`src/hw/rtl/tcdd_pkg.sv`:
```
`default_nettype none

package tcdd_pkg;

  localparam int unsigned DgBytes = 16;
  localparam int unsigned CntW    = $clog2(DgBytes + 2);
  localparam int unsigned IdxW    = $clog2(DgBytes);

  // datagram framing and command bytes
  localparam logic [7:0] HdrByte0   = 8'h7E;
  localparam logic [7:0] HdrByte1   = 8'h19;
  localparam logic [7:0] TrlByte    = 8'hE7;
  localparam logic [7:0] CmdSet     = 8'h03;
  localparam logic [7:0] CmdRelease = 8'h04;
  localparam logic [7:0] CmdNudge   = 8'h05;
  localparam logic [7:0] SubManual  = 8'h01;
  localparam logic [7:0] SubAuto    = 8'h02;

  // nudge directions
  localparam logic [7:0] DirUp    = 8'h01;
  localparam logic [7:0] DirDown  = 8'h02;
  localparam logic [7:0] DirLeft  = 8'h03;
  localparam logic [7:0] DirRight = 8'h04;

  // result status codes
  localparam logic [2:0] StManual  = 3'd0;
  localparam logic [2:0] StAuto    = 3'd1;
  localparam logic [2:0] StRelease = 3'd2;
  localparam logic [2:0] StNudged  = 3'd3;
  localparam logic [2:0] StRefused = 3'd4;
  localparam logic [2:0] StOther   = 3'd5;

  // tracking modes
  localparam logic [1:0] ModeMulti  = 2'd0;
  localparam logic [1:0] ModeManual = 2'd1;
  localparam logic [1:0] ModeAuto   = 2'd2;

  // configuration register indexes
  localparam logic [7:0] CfgWindow = 8'd0;
  localparam logic [7:0] CfgExtent = 8'd1;

  localparam logic [15:0] ExtentReset = 16'd512;

  typedef struct packed {
    logic        valid;
    logic [2:0]  status;
    logic [1:0]  mode;
    logic [15:0] target;
    logic [17:0] left;
    logic [17:0] top;
    logic [15:0] width;
    logic [15:0] height;
    logic        reinit;
  } tcdd_result_t;

endpackage

`default_nettype wire

```
`src/hw/rtl/tcdd_core.sv`:
```
`default_nettype none

module tcdd_core (
  input  wire logic                 clk_i,
  input  wire logic                 rst_ni,
  input  wire logic                 step_i,
  input  wire logic                 opcode_i,
  input  wire logic [7:0]           data_byte_i,
  input  wire logic                 eod_i,
  input  wire logic [15:0]          trk_left_i,
  input  wire logic [15:0]          trk_top_i,
  input  wire logic [15:0]          trk_width_i,
  input  wire logic [15:0]          trk_height_i,
  input  wire logic [7:0]           window_i,
  input  wire logic [15:0]          extent_i,
  output tcdd_pkg::tcdd_result_t    res_o
);
  import tcdd_pkg::*;

  logic [7:0]      store_q [DgBytes];
  logic [7:0]      b       [DgBytes];
  logic [CntW-1:0] cnt_q, cnt_d, cnt_inc;
  logic [1:0]      mode_q, mode_d;
  logic [15:0]     tgt_q, tgt_d;
  logic [17:0]     hx_q, hx_d, hy_q, hy_d;
  logic [15:0]     hw_q, hw_d, hh_q, hh_d;
  logic [8:0]      bx_q, bx_d, by_q, by_d;
  logic [17:0]     cl_q, ct_q;
  logic [15:0]     cw_q, ch_q;

  logic            byte_step, dg_done, dg_ok, tracking;
  logic [2:0]      status;
  logic [8:0]      stride;
  logic [8:0]      step_x, step_y;
  logic [17:0]     nx, ny, bl, bt;
  logic            x_bad, y_bad;

  assign byte_step = step_i && !opcode_i;
  assign cnt_inc   = (cnt_q <= CntW'(DgBytes)) ? cnt_q + 1'b1 : cnt_q;
  assign cnt_d     = eod_i ? '0 : cnt_inc;

  // store as it stands once this word is written
  always_comb begin
    for (int i = 0; i < DgBytes; i++) begin
      b[i] = (cnt_q == CntW'(i)) ? data_byte_i : store_q[i];
    end
  end

  assign dg_done = byte_step && eod_i;
  assign dg_ok   = (cnt_inc == CntW'(DgBytes)) && b[0] == HdrByte0 && b[1] == HdrByte1 &&
                   b[DgBytes-1] == TrlByte && b[3] == window_i;

  assign stride = {1'b0, b[5]};

  // nudge bias; an unknown direction keeps the last one
  always_comb begin
    step_x = bx_q;
    step_y = by_q;
    if (b[4] == DirUp) begin
      step_x = '0;
      step_y = -stride;
    end else if (b[4] == DirDown) begin
      step_x = '0;
      step_y = stride;
    end else if (b[4] == DirLeft) begin
      step_x = -stride;
      step_y = '0;
    end else if (b[4] == DirRight) begin
      step_x = stride;
      step_y = '0;
    end
  end

  assign nx     = cl_q + {{9{step_x[8]}}, step_x};
  assign ny     = ct_q + {{9{step_y[8]}}, step_y};
  // box must stay inside the frame, otherwise that axis falls back
  assign x_bad  = nx[17] || (({1'b0, nx[16:0]} + {2'b0, cw_q}) > {2'b0, extent_i});
  assign y_bad  = ny[17] || (({1'b0, ny[16:0]} + {2'b0, ch_q}) > {2'b0, extent_i});

  always_comb begin
    mode_d = mode_q;
    tgt_d  = tgt_q;
    hx_d   = hx_q;
    hy_d   = hy_q;
    hw_d   = hw_q;
    hh_d   = hh_q;
    bx_d   = bx_q;
    by_d   = by_q;
    status = StOther;
    if (b[2] == CmdSet) begin
      if (b[14] == SubManual || b[14] == SubAuto) begin
        hx_d = {2'b0, b[4], b[5]};
        hy_d = {2'b0, b[6], b[7]};
        hw_d = {b[8], b[9]};
        hh_d = {b[10], b[11]};
        if (b[14] == SubAuto) begin
          tgt_d  = {b[12], b[13]};
          mode_d = ModeAuto;
          status = StAuto;
        end else begin
          mode_d = ModeManual;
          status = StManual;
        end
      end
    end else if (b[2] == CmdRelease) begin
      mode_d = ModeMulti;
      status = StRelease;
    end else if (b[2] == CmdNudge) begin
      if (mode_q == ModeManual || mode_q == ModeAuto) begin
        bx_d   = step_x;
        by_d   = step_y;
        hx_d   = x_bad ? cl_q : nx;
        hy_d   = y_bad ? ct_q : ny;
        hw_d   = cw_q;
        hh_d   = ch_q;
        mode_d = ModeManual;
        status = StNudged;
      end else begin
        status = StRefused;
      end
    end
  end

  assign tracking = mode_d == ModeManual || mode_d == ModeAuto;
  assign bl       = hx_d - {3'b0, hw_d[15:1]};
  assign bt       = hy_d - {3'b0, hh_d[15:1]};

  always_comb begin
    res_o        = '0;
    res_o.valid  = dg_done && dg_ok;
    res_o.status = status;
    res_o.mode   = mode_d;
    res_o.target = tgt_d;
    res_o.reinit = tracking;
    if (tracking) begin
      res_o.left   = bl;
      res_o.top    = bt;
      res_o.width  = hw_d;
      res_o.height = hh_d;
    end
  end

  always_ff @(posedge clk_i) begin
    if (byte_step && cnt_q < CntW'(DgBytes)) begin
      store_q[cnt_q[IdxW-1:0]] <= data_byte_i;
    end
  end

  always_ff @(posedge clk_i or negedge rst_ni) begin
    if (!rst_ni) begin
      cnt_q  <= '0;
      mode_q <= ModeMulti;
      tgt_q  <= '0;
      hx_q   <= '0;
      hy_q   <= '0;
      hw_q   <= '0;
      hh_q   <= '0;
      bx_q   <= '0;
      by_q   <= '0;
      cl_q   <= '0;
      ct_q   <= '0;
      cw_q   <= '0;
      ch_q   <= '0;
    end else if (step_i) begin
      if (opcode_i) begin
        cl_q <= {{2{trk_left_i[15]}}, trk_left_i};
        ct_q <= {{2{trk_top_i[15]}}, trk_top_i};
        cw_q <= trk_width_i;
        ch_q <= trk_height_i;
      end else begin
        cnt_q <= cnt_d;
        if (dg_done && dg_ok) begin
          mode_q <= mode_d;
          tgt_q  <= tgt_d;
          hx_q   <= hx_d;
          hy_q   <= hy_d;
          hw_q   <= hw_d;
          hh_q   <= hh_d;
          bx_q   <= bx_d;
          by_q   <= by_d;
          if (tracking) begin
            cl_q <= bl;
            ct_q <= bt;
            cw_q <= hw_d;
            ch_q <= hh_d;
          end
        end
      end
    end
  end

endmodule

`default_nettype wire

```
`src/hw/rtl/track_command_datagram_decoder.sv`:
```
`default_nettype none

// Channel  Dir  Fields (low bit first)
// s_axis   in   tdata: data_byte, left, top, width, height; tuser: opcode; tlast: eod
// m_axis   out  tdata: mode, target, left, top, width, height, reinit, pad; tuser: status
// cfg      in   index 0 window_number, 1 frame_extent; always ready
//
// One word per cycle sustained while no result waits on m_axis. A word goes into an
// input register and is decoded from there; its result lands in the output register
// once that register is free, and the result shows from the output register.
// Reset (rst_ni low, async) clears counters, tracking state and both valids.
// A result waiting on m_axis stalls decode; an empty input register still takes one word.

module track_command_datagram_decoder (
  input  wire logic        clk_i,
  input  wire logic        rst_ni,
  input  wire logic        s_axis_tvalid,
  output logic             s_axis_tready,
  input  wire logic [71:0] s_axis_tdata,   // data_byte, left, top, width, height
  input  wire logic [0:0]  s_axis_tuser,   // opcode
  input  wire logic        s_axis_tlast,
  output logic             m_axis_tvalid,
  input  wire logic        m_axis_tready,
  output logic [87:0]      m_axis_tdata,   // mode, target, left, top, w, h, reinit, pad
  output logic [2:0]       m_axis_tuser,   // status
  input  wire logic        cfg_valid_i,
  output logic             cfg_ready_o,
  input  wire logic [7:0]  cfg_index_i,
  input  wire logic [15:0] cfg_data_i
);
  import tcdd_pkg::*;

  logic         in_valid_q, in_valid_d;
  logic [71:0]  in_data_q;
  logic         in_op_q, in_last_q;
  logic         out_valid_q, out_valid_d;
  logic [87:0]  out_data_q;
  logic [2:0]   out_status_q;
  logic [7:0]   window_q;
  logic [15:0]  extent_q;
  logic         out_free, proc;
  tcdd_result_t res;

  assign out_free      = !out_valid_q || m_axis_tready;
  assign proc          = in_valid_q && out_free;
  assign s_axis_tready = !in_valid_q || out_free;
  assign cfg_ready_o   = 1'b1;

  assign in_valid_d  = s_axis_tready ? s_axis_tvalid : in_valid_q;
  assign out_valid_d = (out_valid_q && !m_axis_tready) || (proc && res.valid);

  tcdd_core u_core (
    .clk_i        (clk_i),
    .rst_ni       (rst_ni),
    .step_i       (proc),
    .opcode_i     (in_op_q),
    .data_byte_i  (in_data_q[7:0]),
    .eod_i        (in_last_q),
    .trk_left_i   (in_data_q[23:8]),
    .trk_top_i    (in_data_q[39:24]),
    .trk_width_i  (in_data_q[55:40]),
    .trk_height_i (in_data_q[71:56]),
    .window_i     (window_q),
    .extent_i     (extent_q),
    .res_o        (res)
  );

  always_ff @(posedge clk_i or negedge rst_ni) begin
    if (!rst_ni) begin
      in_valid_q  <= 1'b0;
      out_valid_q <= 1'b0;
      window_q    <= '0;
      extent_q    <= ExtentReset;
    end else begin
      in_valid_q  <= in_valid_d;
      out_valid_q <= out_valid_d;
      if (cfg_valid_i && cfg_ready_o) begin
        if (cfg_index_i == CfgWindow) begin
          window_q <= cfg_data_i[7:0];
        end else if (cfg_index_i == CfgExtent) begin
          extent_q <= cfg_data_i;
        end
      end
    end
  end

  always_ff @(posedge clk_i) begin
    if (s_axis_tvalid && s_axis_tready) begin
      in_data_q <= s_axis_tdata;
      in_op_q   <= s_axis_tuser[0];
      in_last_q <= s_axis_tlast;
    end
    if (proc && res.valid) begin
      out_status_q <= res.status;
      out_data_q   <= {1'b0, res.reinit, res.height, res.width, res.top, res.left,
                       res.target, res.mode};
    end
  end

  assign m_axis_tvalid = out_valid_q;
  assign m_axis_tdata  = out_data_q;
  assign m_axis_tuser  = out_status_q;

endmodule

`default_nettype wire

```
`config.mk`:
```
export PLATFORM = sky130hd
export DESIGN_NAME = track_command_datagram_decoder
export DESIGN_NICKNAME = d
export VERILOG_FILES = /design/src/hw/rtl/tcdd_pkg.sv /design/src/hw/rtl/tcdd_core.sv /design/src/hw/rtl/track_command_datagram_decoder.sv
export SDC_FILE = /design/constraint.sdc
export NUM_CORES = 1
export LEC_CHECK = 0
export BUFFER_PORTS_ARGS = -buffer_cell sky130_fd_sc_hd__buf_2
export CAP_MARGIN = 0
export CORE_MARGIN = 1
export CORE_UTILIZATION = 61
export CTS_BUF_LIST = sky130_fd_sc_hd__clkbuf_16
export DETAILED_ROUTE_END_ITERATION = 12
export HOLD_SLACK_MARGIN = 0.15
export PLACE_DENSITY = 0.82
export SLEW_MARGIN = 20
export SYNTH_ARGS = -nofsm -noshare
export SYNTH_HDL_FRONTEND = slang
export SYNTH_SLANG_ARGS = --single-unit
```
`constraint.sdc`:
```
create_clock -name clk_i -period 14.16 [get_ports clk_i]
set_input_delay 1.416 -clock clk_i [delete_from_list [all_inputs] [get_ports clk_i]]
set_output_delay 1.416 -clock clk_i [all_outputs]
set_load 0.02 [all_outputs]
```
==> results_dict.tcl <==
set metrics [dict create \
    synth_edf_count 292 \
    max_stage_delay_ns 0.74 \
    r2r_cells 50 \
    antenna_found_initial 0 \
    clkPwrFrac_pct 36.5 \
    p_int_uw 2553 \
    cts_root_buf "clkbuf_16" \
    outcome "complete, no violations" \
    arrival_ns 13.10 \
    synth_cell_types 100 \
    nNetsFinal 2935 \
    min_path_cells 2 \
    area_growth_pct 11.94 \
    diodes 0 \
    via_count 21091 \
    first_pass_iters 7 \
    vdd_ir_drop_max_v 0.0001081 \
    tightest_slew_ns 1.184 \
    synth_ff_type "edfxtp_1" \
    critPathCaptureType "flop" \
    synth-seq-cells 495 \
    relSlewSlack_pct 20.25 \
    start_util_pct 62.22 \
    grt_max_degree 123 \
    synth_cells 2527 \
    seqPwrFrac_pct 46.7 \
    crit_path_frequent_cell "a21oi_1" \
    hold_ws_ns 0.4775 \
    hpwl_mm 59.25 \
    final_cell_mix "292 x edfxtp_1, 256 x nand2_1, 246 x nor2_1" \
    core-area_sq_mm 0.04327 \
    die_area_sq_mm 0.04497 \
    die_w_um 212.1 \
    wl_mm 82.18 \
    drc_errors 0 \
    ctsHoldBuffers 0 \
    ys_seq_area_share_pct 51.45 \
    core.rowCount 76 \
    ys_warn_count 0 \
    grt_first_pass_wirelength_mm 122.7 \
    async_flop_share_pct 41.01 \
    drt_iter0_drc 2178 \
    rsz0062_at_grt "no" \
    ant_nets 0 \
    cts_max_level 2 \
    place.port_buffers 194 \
    p_total_uw 3574 \
    syn_nets 2765 \
    p_sw_share_pct 28.59 \
    powerDensity_mw_per_mm2 118.6 \
    clock_path_buffers 3 \
    clkSinkCount 495 \
    cap_viol_max_count 0 \
    grt_pass1_vias 20781 \
    place.gp.congestion 0.9467 \
    viasPerCell 6.347 \
    cp_slowest_cell "and4bb_1" \
    regArea_sq_mm 0.01385 \
    cp_num_buf_inv 1 \
    wl_per_cell_um 24.73 \
    switching_power_uw 1022 \
    hold_viol 0 \
    io_pins 197 \
    min_path_type "reg -> reg" \
    postSynthAreaPerCell_sq_um 10.65 \
    finalCritPeriodShare_pct 90.16 \
    cp_max_fo 18 \
    leakage_uw 0.01238 \
    required_ns 14.50 \
    max_freq_ghz 0.07833 \
    cts_tree "built" \
    cp-start-kind "flop" \
    drv_slew 0 \
    fin_skew_ns 0.04211 \
    crit_cells 50 \
    cts-resized-gates 0 \
    drive_above_1_share_pct 16.65 \
    multi_input_area_sq_mm 0.01234 \
    setup-tns-final_ns 0 \
    setup_violations 0 \
    final_common_cell "edfxtp_1" \
    cts_buffers 49 \
    cts_setup_buffers 0 \
    clock_latency_ns 0.62 \
    pwr-share-comb_pct 16.8 \
    grt_overflow 0 \
    fin_crit_ns 12.77 \
    groute.usage.overall_pct 36.87 \
    syn-cell-area_sq_mm 0.02692 \
    critPathTopFamily "compound AO/OA/AOI/OAI gates" \
    clk_pin_slew_worst_paths_ns 0.07 \
    dieHeight_um 212.1 \
    fillers 3094 \
    worstSetupPathType "reg -> reg" \
]
[kinds of logic (layout without fill, tap and decap cells)]
kind of cell | Yosys count | count (layout) | synth area share, %
AND/OR/NAND/NOR | 750 | 750 | 13.10
flip-flops | 495 | 495 | 51.45
other | 2 | 2 | 0.02790
XOR/XNOR | 110 | 110 | 3.579
buffers and inverters | 195 | 406 | 2.919
multiplexers | 206 | 206 | 8.185
adder cells (fa/ha/maj) | 136 | 136 | 6.479
AO/OA/AOI/OAI | 633 | 633 | 14.26
[metal layers]
metal,routed length [um],GRT usage [%],vias to the layer above
met2,39270,60.86,1024
met3,5747,4.874,264
met4,4891,20.21,0
met5,0,0,-
li1,-,-,9540
met1,32280,47.27,10263
[metrics by stage]
stage / setup WS (ns) / cell area (sq um) / std cells / utilization [%]
floorplan: 3.756 / 26920 / 2527 / -
global placement: 2.290 / 28490 / 3230 / 65.84
detailed placement: 1.790 / 28490 / 3230 / 65.84
CTS: 1.639 / 30080 / 3322 / 69.53
global route: 0.5057 / 30130 / 3323 / 69.65
finish: 1.394 / 30130 / 3323 / 69.65
[final timing paths]
check                                             from                             end  slack, ns
setup reg to reg           u_core.cnt_q[0]$_DFFE_PN0P_  m_axis_tdata[34]$_SDFFCE_PN0P_       1.39
hold / removal              u_core.hh_q[2]$_DFFE_PN0P_      u_core.hh_q[2]$_DFFE_PN0P_       0.48
setup / recovery           u_core.cnt_q[0]$_DFFE_PN0P_  m_axis_tdata[34]$_SDFFCE_PN0P_       1.39
hold reg to reg             u_core.hh_q[2]$_DFFE_PN0P_      u_core.hh_q[2]$_DFFE_PN0P_       0.48
min in group asynchronous                       rst_ni      u_core.bx_q[8]$_DFFE_PN0P_       0.65
max in group asynchronous                       rst_ni      u_core.cw_q[6]$_DFFE_PN0P_      11.91
[registers in the layout (all words and copies together), names as in the netlist, 18 cells and up]
name / count
u_core.store_q: 128
m_axis_tdata: 87
in_data_q: 72
u_core.cl_q: 18
u_core.ct_q: 18
u_core.hx_q: 18
u_core.hy_q: 18
[Yosys cell counts, types with 76 or more instances]
cell	count	area, sq um
a21oi_1	200	1001
clkbuf_1	94	352.8
dfrtp_1	202	5055
edfxtp_1	292	8768
ha_1	129	1614
inv_1	76	285.3
mux2_2	100	1126
mux2i_1	104	1041
nand2_1	256	960.9
nor2_1	246	923.4
o21ai_0	223	1116
xnor2_1	79	691.9
[worst reg2reg max path: cells and delay by family (launching register included)]
kind | cells | cell delay, ns
buf+inv | 1 | 0.12
mux | 2 | 0.74
flops | 1 | 0.46
compound gates | 25 | 6.13
fa+ha+maj | 7 | 2.11
simple gates | 12 | 2.26
xor+xnor | 3 | 0.66
[layout make-up]
class / instances / area share, %
Inverter: 77 / 0.9674
Clock inverter: 43 / 1.225
Tap cell: 585 / 2.429
Sequential cell: 495 / 45.96
Clock buffer: 49 / 4.069
Timing Repair Buffer: 237 / 4.405
Multi-Input combinational cell: 1837 / 40.94
[power groups by stage]
stage               sequential (uW)  combinational (uW)  clock [uW]
floorplan                      1650                 426           0
global placement               1690                 573           0
detailed placement             1700                 585           0
CTS                            1670                 591        1310
global route                   1670                 659        1360
finish                         1670                 600        1300
No activity file was read; power rests on OpenSTA's default activity.
